$ cat src/design/spal_pkg.sv
// Package for the slot pool with active list.
// Holds the word types, codes, widths and link helper functions.
// No dependencies.
`default_nettype none

package spal_pkg;

    localparam int POOL_SLOTS = 64;
    localparam int SLOT_W     = 6;
    localparam int IMG_W      = 10;
    localparam int LINK_W     = 7;
    localparam int ADDR_W     = $clog2(POOL_SLOTS);
    localparam int CNT_W      = $clog2(POOL_SLOTS + 1);

    localparam logic [LINK_W-1:0] NIL_CODE = 7'd64;

    typedef enum logic [1:0] {
        REQ_ALLOC   = 2'd0,
        REQ_RELEASE = 2'd1,
        REQ_LIST    = 2'd2,
        REQ_CLEAR   = 2'd3
    } t_req_code;

    typedef enum logic [1:0] {
        ST_OK         = 2'd0,
        ST_EMPTY      = 2'd1,
        ST_NOT_ACTIVE = 2'd2,
        ST_LIST_EMPTY = 2'd3
    } t_status;

    typedef enum logic [3:0] {
        S_IDLE,
        S_A_RD,
        S_A_WR,
        S_A_FIN,
        S_R_RD,
        S_R_W1,
        S_R_W2,
        S_R_FIN,
        S_L_RD,
        S_L_OUT
    } t_state;

    typedef struct packed {
        logic [1:0]        req_type;
        logic [IMG_W-1:0]  image_id;
        logic [SLOT_W-1:0] slot_in;
    } t_req_word;

    typedef struct packed {
        logic [SLOT_W-1:0] slot_out;
        logic [IMG_W-1:0]  stored_image;
        logic [1:0]        status;
        logic              last_of_run;
    } t_rsp_word;

    typedef struct packed {
        logic              en;
        logic [SLOT_W-1:0] addr;
    } t_link_rd;

    typedef struct packed {
        logic              en;
        logic [SLOT_W-1:0] addr;
        logic [LINK_W-1:0] data;
    } t_link_wr;

    function automatic logic is_slot(input logic [LINK_W-1:0] v);
        return v < LINK_W'(POOL_SLOTS);
    endfunction

    function automatic logic [LINK_W-1:0] or_nil(input logic [LINK_W-1:0] v);
        return is_slot(v) ? v : NIL_CODE;
    endfunction

    function automatic logic [LINK_W-1:0] dflt_next(input logic [SLOT_W-1:0] a);
        logic [LINK_W-1:0] v;
        v = LINK_W'(a) + LINK_W'(1);
        return is_slot(v) ? v : NIL_CODE;
    endfunction

    function automatic logic [LINK_W-1:0] dflt_prev(input logic [SLOT_W-1:0] a);
        return (a != '0) ? (LINK_W'(a) - LINK_W'(1)) : NIL_CODE;
    endfunction

    function automatic t_rsp_word make_rsp(input logic [SLOT_W-1:0] slot,
                                           input logic [IMG_W-1:0]  img,
                                           input t_status           st,
                                           input logic              last);
        t_rsp_word w;
        w.slot_out     = slot;
        w.stored_image = img;
        w.status       = st;
        w.last_of_run  = last;
        return w;
    endfunction

endpackage

`default_nettype wire

$ cat src/design/slot_pool_with_active_list.sv
// Top level of the slot pool allocator with free and active lists.
// Depends on spal_pkg and spal_link_store.
//
// A request word is taken when start is high and busy is low; every result
// word appears on o_rsp for one cycle with o_strobe and cannot be held off.
// Allocate and release pass through their read, write and finish states,
// set by the dependent reads and writes through the single write port of
// each link memory. List gives one word per active slot from S_L_OUT, one
// link memory read per listed slot. Clear, pool empty, slot not active and
// list empty answer in the next cycle without raising busy. Link memories
// need no clearing pass: reset and clear take effect at once.
`default_nettype none

module slot_pool_with_active_list (
    input  logic                  i_clk,
    input  logic                  i_rst_n,
    input  logic                  start,
    output logic                  busy,
    input  spal_pkg::t_req_word   i_req,
    output logic                  o_strobe,
    output spal_pkg::t_rsp_word   o_rsp
);
    import spal_pkg::*;

    t_state                r_state, n_state;
    logic [LINK_W-1:0]     r_free_head, n_free_head;
    logic [LINK_W-1:0]     r_act_head, n_act_head;
    logic [SLOT_W-1:0]     r_slot, n_slot;
    logic [IMG_W-1:0]      r_img, n_img;
    logic [CNT_W-1:0]      r_cnt, n_cnt;
    logic                  r_strobe, n_strobe;
    t_rsp_word             r_rsp, n_rsp;
    logic [POOL_SLOTS-1:0] r_busy_map;
    logic [IMG_W-1:0]      r_img_mem [POOL_SLOTS];
    logic [IMG_W-1:0]      r_img_q;

    t_link_rd              lk_rd;
    t_link_wr              nxt_wr;
    t_link_wr              prv_wr;
    logic                  lk_clr;
    logic [LINK_W-1:0]     lk_next;
    logic [LINK_W-1:0]     lk_prev;
    logic                  img_we;
    logic                  busy_set;
    logic                  busy_clr;
    logic                  last;

    spal_link_store u_links (
        .i_clk    (i_clk),
        .i_rst_n  (i_rst_n),
        .i_clr    (lk_clr),
        .i_rd     (lk_rd),
        .i_nxt_wr (nxt_wr),
        .i_prv_wr (prv_wr),
        .o_next   (lk_next),
        .o_prev   (lk_prev)
    );

    always_ff @(posedge i_clk) begin
        if (img_we) begin
            r_img_mem[r_slot[ADDR_W-1:0]] <= r_img;
        end
        if (lk_rd.en) begin
            r_img_q <= r_img_mem[lk_rd.addr[ADDR_W-1:0]];
        end
    end

    always_ff @(posedge i_clk) begin
        if (!i_rst_n) begin
            r_state     <= S_IDLE;
            r_free_head <= '0;
            r_act_head  <= NIL_CODE;
            r_strobe    <= 1'b0;
        end else begin
            r_state     <= n_state;
            r_free_head <= n_free_head;
            r_act_head  <= n_act_head;
            r_strobe    <= n_strobe;
        end
    end

    always_ff @(posedge i_clk) begin
        r_slot <= n_slot;
        r_img  <= n_img;
        r_cnt  <= n_cnt;
        r_rsp  <= n_rsp;
    end

    always_ff @(posedge i_clk) begin
        if (!i_rst_n || lk_clr) begin
            r_busy_map <= '0;
        end else if (busy_set) begin
            r_busy_map[r_slot[ADDR_W-1:0]] <= 1'b1;
        end else if (busy_clr) begin
            r_busy_map[r_slot[ADDR_W-1:0]] <= 1'b0;
        end
    end

    assign last = !is_slot(lk_next) || (r_cnt == CNT_W'(POOL_SLOTS - 1));

    always_comb begin
        n_state     = r_state;
        n_free_head = r_free_head;
        n_act_head  = r_act_head;
        n_slot      = r_slot;
        n_img       = r_img;
        n_cnt       = r_cnt;
        n_strobe    = 1'b0;
        n_rsp       = r_rsp;
        lk_rd       = '0;
        nxt_wr      = '0;
        prv_wr      = '0;
        lk_clr      = 1'b0;
        img_we      = 1'b0;
        busy_set    = 1'b0;
        busy_clr    = 1'b0;
        unique case (r_state)
            S_IDLE: begin
                if (start) begin
                    unique case (t_req_code'(i_req.req_type))
                        REQ_ALLOC: begin
                            if (is_slot(r_free_head)) begin
                                n_slot  = r_free_head[SLOT_W-1:0];
                                n_img   = i_req.image_id;
                                n_state = S_A_RD;
                            end else begin
                                n_strobe = 1'b1;
                                n_rsp    = make_rsp('0, '0, ST_EMPTY, 1'b1);
                            end
                        end
                        REQ_RELEASE: begin
                            if (is_slot(LINK_W'(i_req.slot_in)) &&
                                r_busy_map[i_req.slot_in[ADDR_W-1:0]]) begin
                                n_slot  = i_req.slot_in;
                                n_state = S_R_RD;
                            end else begin
                                n_strobe = 1'b1;
                                n_rsp    = make_rsp(i_req.slot_in, '0, ST_NOT_ACTIVE, 1'b1);
                            end
                        end
                        REQ_LIST: begin
                            if (is_slot(r_act_head)) begin
                                n_slot  = r_act_head[SLOT_W-1:0];
                                n_cnt   = '0;
                                n_state = S_L_RD;
                            end else begin
                                n_strobe = 1'b1;
                                n_rsp    = make_rsp('0, '0, ST_LIST_EMPTY, 1'b1);
                            end
                        end
                        REQ_CLEAR: begin
                            lk_clr      = 1'b1;
                            n_free_head = '0;
                            n_act_head  = NIL_CODE;
                            n_strobe    = 1'b1;
                            n_rsp       = make_rsp('0, '0, ST_OK, 1'b1);
                        end
                    endcase
                end
            end
            S_A_RD: begin
                lk_rd.en    = 1'b1;
                lk_rd.addr  = r_slot;
                prv_wr.en   = 1'b1;
                prv_wr.addr = r_slot;
                prv_wr.data = NIL_CODE;
                img_we      = 1'b1;
                busy_set    = 1'b1;
                n_state     = S_A_WR;
            end
            S_A_WR: begin
                nxt_wr.en   = 1'b1;
                nxt_wr.addr = r_slot;
                nxt_wr.data = or_nil(r_act_head);
                if (is_slot(lk_next)) begin
                    prv_wr.en   = 1'b1;
                    prv_wr.addr = lk_next[SLOT_W-1:0];
                    prv_wr.data = NIL_CODE;
                end
                n_free_head = or_nil(lk_next);
                n_state     = S_A_FIN;
            end
            S_A_FIN: begin
                if (is_slot(r_act_head)) begin
                    prv_wr.en   = 1'b1;
                    prv_wr.addr = r_act_head[SLOT_W-1:0];
                    prv_wr.data = LINK_W'(r_slot);
                end
                n_act_head = LINK_W'(r_slot);
                n_strobe   = 1'b1;
                n_rsp      = make_rsp(r_slot, r_img, ST_OK, 1'b1);
                n_state    = S_IDLE;
            end
            S_R_RD: begin
                lk_rd.en   = 1'b1;
                lk_rd.addr = r_slot;
                n_state    = S_R_W1;
            end
            S_R_W1: begin
                if (is_slot(lk_prev)) begin
                    nxt_wr.en   = 1'b1;
                    nxt_wr.addr = lk_prev[SLOT_W-1:0];
                    nxt_wr.data = or_nil(lk_next);
                end else begin
                    n_act_head = or_nil(lk_next);
                end
                if (is_slot(lk_next)) begin
                    prv_wr.en   = 1'b1;
                    prv_wr.addr = lk_next[SLOT_W-1:0];
                    prv_wr.data = or_nil(lk_prev);
                end
                n_state = S_R_W2;
            end
            S_R_W2: begin
                prv_wr.en   = 1'b1;
                prv_wr.addr = r_slot;
                prv_wr.data = NIL_CODE;
                nxt_wr.en   = 1'b1;
                nxt_wr.addr = r_slot;
                nxt_wr.data = or_nil(r_free_head);
                n_state     = S_R_FIN;
            end
            S_R_FIN: begin
                if (is_slot(r_free_head)) begin
                    prv_wr.en   = 1'b1;
                    prv_wr.addr = r_free_head[SLOT_W-1:0];
                    prv_wr.data = LINK_W'(r_slot);
                end
                n_free_head = LINK_W'(r_slot);
                busy_clr    = 1'b1;
                n_strobe    = 1'b1;
                n_rsp       = make_rsp(r_slot, '0, ST_OK, 1'b1);
                n_state     = S_IDLE;
            end
            S_L_RD: begin
                lk_rd.en   = 1'b1;
                lk_rd.addr = r_slot;
                n_state    = S_L_OUT;
            end
            S_L_OUT: begin
                n_strobe = 1'b1;
                n_rsp    = make_rsp(r_slot, r_img_q, ST_OK, last);
                if (last) begin
                    n_state = S_IDLE;
                end else begin
                    lk_rd.en   = 1'b1;
                    lk_rd.addr = lk_next[SLOT_W-1:0];
                    n_slot     = lk_next[SLOT_W-1:0];
                    n_cnt      = r_cnt + CNT_W'(1);
                end
            end
            default: begin
                n_state = S_IDLE;
            end
        endcase
    end

    assign busy     = (r_state != S_IDLE);
    assign o_strobe = r_strobe;
    assign o_rsp    = r_rsp;

`ifndef NO_ASSERTIONS
    a_done_word: assert property (@(posedge i_clk) disable iff (!i_rst_n)
        $fell(busy) |-> o_strobe)
        else $error("request finished without a result word");

    a_heads_apart: assert property (@(posedge i_clk) disable iff (!i_rst_n)
        (is_slot(r_free_head) && is_slot(r_act_head)) |-> (r_free_head != r_act_head))
        else $error("free and active heads point at the same slot");

    a_err_last: assert property (@(posedge i_clk) disable iff (!i_rst_n)
        (o_strobe && (o_rsp.status != ST_OK)) |-> o_rsp.last_of_run)
        else $error("error word not marked last");

    a_list_busy_slot: assert property (@(posedge i_clk) disable iff (!i_rst_n)
        (r_state == S_L_OUT) |-> r_busy_map[r_slot[ADDR_W-1:0]])
        else $error("listed slot is not active");
`endif

endmodule

`default_nettype wire

$ cat src/design/spal_link_store.sv
// Next and prev link memories of the slot pool, with registered read data.
// Per-entry valid bits give the rebuilt free chain after reset or clear.
// Depends on spal_pkg.
`default_nettype none

module spal_link_store (
    input  logic                     i_clk,
    input  logic                     i_rst_n,
    input  logic                     i_clr,
    input  spal_pkg::t_link_rd       i_rd,
    input  spal_pkg::t_link_wr       i_nxt_wr,
    input  spal_pkg::t_link_wr       i_prv_wr,
    output logic [spal_pkg::LINK_W-1:0] o_next,
    output logic [spal_pkg::LINK_W-1:0] o_prev
);
    import spal_pkg::*;

    logic [LINK_W-1:0]     r_nxt_mem [POOL_SLOTS];
    logic [LINK_W-1:0]     r_prv_mem [POOL_SLOTS];
    logic [POOL_SLOTS-1:0] r_nxt_vld;
    logic [POOL_SLOTS-1:0] r_prv_vld;
    logic [LINK_W-1:0]     r_nxt_q;
    logic [LINK_W-1:0]     r_prv_q;
    logic                  r_nxt_qv;
    logic                  r_prv_qv;
    logic [SLOT_W-1:0]     r_rd_addr;

    always_ff @(posedge i_clk) begin
        if (i_nxt_wr.en) begin
            r_nxt_mem[i_nxt_wr.addr[ADDR_W-1:0]] <= i_nxt_wr.data;
        end
        if (i_prv_wr.en) begin
            r_prv_mem[i_prv_wr.addr[ADDR_W-1:0]] <= i_prv_wr.data;
        end
        if (i_rd.en) begin
            r_nxt_q   <= r_nxt_mem[i_rd.addr[ADDR_W-1:0]];
            r_prv_q   <= r_prv_mem[i_rd.addr[ADDR_W-1:0]];
            r_nxt_qv  <= r_nxt_vld[i_rd.addr[ADDR_W-1:0]];
            r_prv_qv  <= r_prv_vld[i_rd.addr[ADDR_W-1:0]];
            r_rd_addr <= i_rd.addr;
        end
    end

    always_ff @(posedge i_clk) begin
        if (!i_rst_n || i_clr) begin
            r_nxt_vld <= '0;
            r_prv_vld <= '0;
        end else begin
            if (i_nxt_wr.en) begin
                r_nxt_vld[i_nxt_wr.addr[ADDR_W-1:0]] <= 1'b1;
            end
            if (i_prv_wr.en) begin
                r_prv_vld[i_prv_wr.addr[ADDR_W-1:0]] <= 1'b1;
            end
        end
    end

    assign o_next = r_nxt_qv ? r_nxt_q : dflt_next(r_rd_addr);
    assign o_prev = r_prv_qv ? r_prv_q : dflt_prev(r_rd_addr);

endmodule

`default_nettype wire

$ cat config.mk
export PLATFORM = sky130hd
export DESIGN_NAME = slot_pool_with_active_list
export DESIGN_NICKNAME = d
export VERILOG_FILES = /design/src/design/spal_pkg.sv /design/src/design/slot_pool_with_active_list.sv /design/src/design/spal_link_store.sv
export SDC_FILE = /design/constraint.sdc
export NUM_CORES = 2
export LEC_CHECK = 0
export ABC_AREA = 1
export BUFFER_PORTS_ARGS = -buffer_cell sky130_fd_sc_hd__buf_4
export CORE_ASPECT_RATIO = 0.9
export CORE_MARGIN = 2
export CORE_UTILIZATION = 40
export DETAILED_ROUTE_END_ITERATION = 16
export PLACE_DENSITY_LB_ADDON = 0.05
export SLEW_MARGIN = 20
export SYNTH_ARGS = -nofsm -noshare
export SYNTH_HDL_FRONTEND = slang
export SYNTH_SLANG_ARGS = --single-unit
$ cat constraint.sdc
create_clock -name i_clk -period 10.5 [get_ports i_clk]
set_input_delay 2.1 -clock i_clk [delete_from_list [all_inputs] [get_ports i_clk]]
set_output_delay 2.1 -clock i_clk [all_outputs]
set_load 0.01 [all_outputs]
==> Implementation_results.wiki <==
{| class="wikitable"
! Metric !! Value
|-
| Via Count || about 57000
|-
| Worst-Margin Slew || approximately 1200 ps
|-
| Share of synthesized cell area in full adder, half adder and majority cells || less than 1%
|-
| Fraction of power consumed by combinational cells || 36.3%
|-
| CTS tree || yes
|-
| Net count reported at finish || between 8000 and 9000
|-
| Max-capacitance violation count || 0
|-
| Clock input transition at the sequential cells of the worst setup and hold paths || around 60 ps
|-
| Unrepaired setup endpoints after global routing || false
|-
| HPWL after detailed placement || between 100 and 150 mm
|-
| Hold slack final || about 460 ps
|-
| Vias per cell || between 5 and 6
|-
| Initial cell density of the core || about two fifths
|-
| Antenna viol nets, final || 0
|-
| Number of inserted filler cells in the final layout || approximately 19000
|-
| Flip-flop and latch count after synthesis || roughly 1800
|-
| PostCTS Resize Cnt || 0
|-
| Power per unit of standard cell area || 266 nW/um^2
|-
| Switching power share of the total || between 40 and 50%
|-
| Post-layout minimum cycle time || ~6300 ps
|-
| Netlist cell types || 48
|-
| Top-level port count || 42
|-
| Layout overhead on the synthesized area || 11.0%
|-
| Vias in the first global route || roughly 55000
|-
| Final setup violating endpoints || 0
|-
| Post-synthesis async set-or-reset flop share || 0%
|-
| Outcome || completed
|-
| Internal power || 14500 uW
|-
| Wire length of the first global-routing pass || approximately 370 mm
|-
| Gp weighted congestion || between 0.8 and 0.9
|-
| Mapped cell area || a little over 80000 sq um
|-
| CP endpoint kind || flip-flop
|-
| Sequential power share || between 30% and 40%
|-
| Post-synthesis compound-gate area fraction || between 2 and 2.5%
|-
| Area of the multi-input gates || 22400 sq um
|-
| Later-pin clock latency in the skew report || around 840 ps
|-
| Worst voltage drop across the vdd grid || 0.000421 V
|-
| Clock sink count || approximately 1800
|-
| TritonCTS buffer count || roughly 200
|-
| Worst Path Max Fanout || 80
|-
| Proportion of synthesized area in mux cells || 0%
|-
| Aggregate negative setup slack || 0 ps
|-
| Die area || ~210000 sq um
|-
| Post-cts hold buffer count || 0
|-
| Hold violation total from the final report || 0
|-
| All-layer global routing usage || between 20% and 30%
|-
| Largest family of logic cells by synthesized area || simple AND/OR/NAND/NOR gates
|-
| EDFF count, synth || ~1600
|-
| Antenna violations before repair || 7
|-
| Min-Delay Path Class || reg2reg
|-
| Required time at the endpoint of the critical path || roughly 11000 ps
|-
| Max Freq || ~160 MHz
|-
| Delay of the slowest cell on the worst path || 820 ps
|-
| Largest net degree at the start of global routing || between 200 and 250
|-
| H-tree depth || 4
|-
| Data arrival time of the worst path || slightly below 7000 ps
|-
| Syn Nets || roughly 8200
|-
| Cell Rows || roughly 160
|-
| Cell-by-cell trace of the critical path || inv_1 > nor2_1 > nand2_1 > inv_2 > nand3_4 > nand2_4 > buf_4 > buf_4 > buf_4 > nand2_1 > nand3_1 > nand3_1 > nand3_1 > nand3_1 > nand3_1 > nand2_1
|-
| Final routed wirelength across all metal layers || 250 mm
|-
| Share of power burned in the clock network || 28.4%
|-
| Ranking of synthesized cells by area || sky130_fd_sc_hd__edfxtp_1 (59%), sky130_fd_sc_hd__nand3_1 (11%), sky130_fd_sc_hd__inv_1 (6.0%)
|-
| Period utilisation layout || about three fifths
|-
| Max stage delay cell, worst path || sky130_fd_sc_hd__buf_4
|-
| Setup Crit Path Kind || reg2reg
|-
| Most numerous cell on the critical path || sky130_fd_sc_hd__nand3_1
|-
| Count of buffers from port buffering || between 40 and 50
|-
| Post-synthesis share of cell area spent on xor and xnor gates || 0.0427%
|-
| DRC viols || 0
|-
| Cell type with the highest aggregate area in the netlist || sky130_fd_sc_hd__edfxtp_1
|-
| Setup repair bufs after CTS || 0
|-
| Net load switching power || 9700 uW
|-
| Fin Clk Skew || roughly 28 ps
|-
| Ys flop type || sky130_fd_sc_hd__edfxtp_1
|-
| Ratio of cells with drive above 1 in the final layout || ~6.8%
|-
| X dimension of the die || about 480 microns
|-
| Residual overflow from global routing || 0
|-
| Most common cell in the netlist || sky130_fd_sc_hd__nand3_1
|-
| Relative slew margins || a little over a fifth
|-
| Std-Cell Core Area || around 200000 sq um
|-
| CTS max path bufs || 3
|-
| Static Leakage || about 0.035 uW
|-
| Chip Height || between 400 and 500 microns
|-
| Max-slew violation total from the final report || 0
|-
| Starting DRC count in detailed routing || between 5000 and 6000
|-
| Detailed-route wire length per cell || 23.0 microns
|-
| Element type at the critical path start || flip-flop
|-
| Post-synthesis area per instance || around 10 sq um
|-
| Area share of the leading cell type in the synthesized netlist || between 50% and 60%
|-
| Initial DRT Pass Iterations || 6
|-
| Sequential cell area || roughly 53000 sq um
|-
| Leading post-synthesis cells by instance count || sky130_fd_sc_hd__nand3_1 (1848), sky130_fd_sc_hd__edfxtp_1 (1610), sky130_fd_sc_hd__inv_1 (1316)
|-
| Sequential share of the synthesized area || 64.1%
|-
| Number of warnings issued by yosys || 0
|-
| Cell chosen for the clock root || sky130_fd_sc_hd__clkbuf_16
|-
| Simple-gate portion of the synthesized area || ~24%
|-
| Mapped Cells || about 8200
|}
-- cells by family after synthesis --
group / count (synthesis)
buf+inv: 1860
compound gates: 357
fa+ha+maj: 10
simple gates: 4099
flops: 1821
xor+xnor: 4
-- metrics by stage --
| stage | total power [uW] | cells | instance area [sq um] | util [%] | worst slack, ps |
|---|---|---|---|---|---|
| floorplan | 14200 | 8151 | 82000 | - | 4490 |
| global placement | 17500 | 10500 | 84700 | 41.6 | 4110 |
| detailed placement | 17500 | 10500 | 84700 | 41.6 | 4020 |
| CTS | 24400 | 10900 | 91100 | 44.7 | 3990 |
| global route | 25400 | 10900 | 91100 | 44.7 | 3650 |
| finish | 24200 | 10900 | 91100 | 44.7 | 4190 |
-- worst max-delay path: cells and delay by family (launching register included) --
| family | cells | cell delay [ps] |
|---|---|---|
| flip-flops | 1 | 350 |
| buffers and inverters | 5 | 2960 |
| AND/OR/NAND/NOR | 11 | 2620 |
-- worst paths after layout --
check                                to                   from  slack, ps  cells past startpoint
hold reg to reg   u_links.r_nxt_vld[25]  u_links.r_nxt_vld[25]        460                      2
hold / removal    u_links.r_nxt_vld[25]  u_links.r_nxt_vld[25]        460                      2
setup reg to reg       u_links.r_prv_qv             r_state[3]       4190                     16
setup / recovery       u_links.r_prv_qv             r_state[3]       4190                     16
-- power by group through the flow --
stage / Combinational (uW) / Sequential (uW) / Clock (uW)
floorplan: 5510 / 8660 / 0
global placement: 8840 / 8690 / 0
detailed placement: 8840 / 8690 / 0
CTS: 8860 / 8540 / 7000
global route: 9570 / 8570 / 7270
finish: 8800 / 8540 / 6870
-- routing by layer --
layer,vias up,part of all wire (%),global-route usage (%)
met2,1560,44,35.7
li1,27100,-,-
met1,28400,48,35.5
met4,8,1.8,5.21
met5,-,0.017,0
met3,291,6.1,3.95
-- state kept, by name, indices dropped and copies added, names as in the netlist, 6 cells and up, named ones only --
| register | cells |
|---|---|
| u_links.r_prv_mem | 448 |
| u_links.r_nxt_mem | 448 |
| r_act_head | 7 |
| r_img_mem | 640 |
| r_img | 10 |
| r_slot | 6 |
| u_links.r_prv_q | 7 |
| r_cnt | 7 |
| u_links.r_prv_vld | 64 |
| r_img_q | 10 |
| r_free_head | 7 |
| u_links.r_nxt_q | 7 |
| u_links.r_rd_addr | 6 |
| u_links.r_nxt_vld | 64 |
| o_rsp | 19 |
-- cell usage in the layout, fill, tap and decap left out, types with 3 or more instances in the layout --
master	Yosys	routed
sky130_fd_sc_hd__inv_4	1	3
sky130_fd_sc_hd__ha_1	10	10
sky130_fd_sc_hd__nor2_1	344	316
sky130_fd_sc_hd__clkbuf_16	0	206
sky130_fd_sc_hd__clkbuf_8	0	20
sky130_fd_sc_hd__o211ai_1	9	9
sky130_fd_sc_hd__buf_12	0	10
sky130_fd_sc_hd__clkinv_2	0	29
sky130_fd_sc_hd__a31oi_1	6	6
sky130_fd_sc_hd__a21oi_1	178	178
sky130_fd_sc_hd__o21ai_0	124	115
sky130_fd_sc_hd__nand3b_1	546	546
sky130_fd_sc_hd__nand3_1	1848	1848
sky130_fd_sc_hd__nand2_2	7	8
sky130_fd_sc_hd__nor2_2	15	41
sky130_fd_sc_hd__o21ai_4	1	9
sky130_fd_sc_hd__inv_2	32	30
sky130_fd_sc_hd__buf_4	27	148
sky130_fd_sc_hd__clkinv_1	9	31
sky130_fd_sc_hd__o22ai_1	8	7
sky130_fd_sc_hd__nor3_1	23	23
sky130_fd_sc_hd__nand2_1	1290	1287
sky130_fd_sc_hd__nor2_4	7	9
sky130_fd_sc_hd__o21ai_2	4	4
sky130_fd_sc_hd__edfxtp_1	1610	1610
sky130_fd_sc_hd__o22ai_4	0	5
sky130_fd_sc_hd__inv_6	0	4
sky130_fd_sc_hd__nor4_1	3	3
sky130_fd_sc_hd__nor3_4	3	3
sky130_fd_sc_hd__xnor2_1	3	3
sky130_fd_sc_hd__bufinv_16	0	9
sky130_fd_sc_hd__clkbuf_1	212	71
sky130_fd_sc_hd__inv_1	1316	1316
sky130_fd_sc_hd__nand4_1	5	5
sky130_fd_sc_hd__dfxtp_1	211	211
sky130_fd_sc_hd__a22o_1	10	10
-- layout make-up --
class	instances	share of cell area, %
Antenna cell	2	0.00549
Clock buffer	297	6.25
Clock inverter	70	0.677
Inverter	1358	5.61
Multi-Input combinational cell	4470	24.6
Sequential cell	1821	57.7
Tap cell	2703	3.71
Timing Repair Buffer	159	1.45
Power figures use the tool's default switching activity.
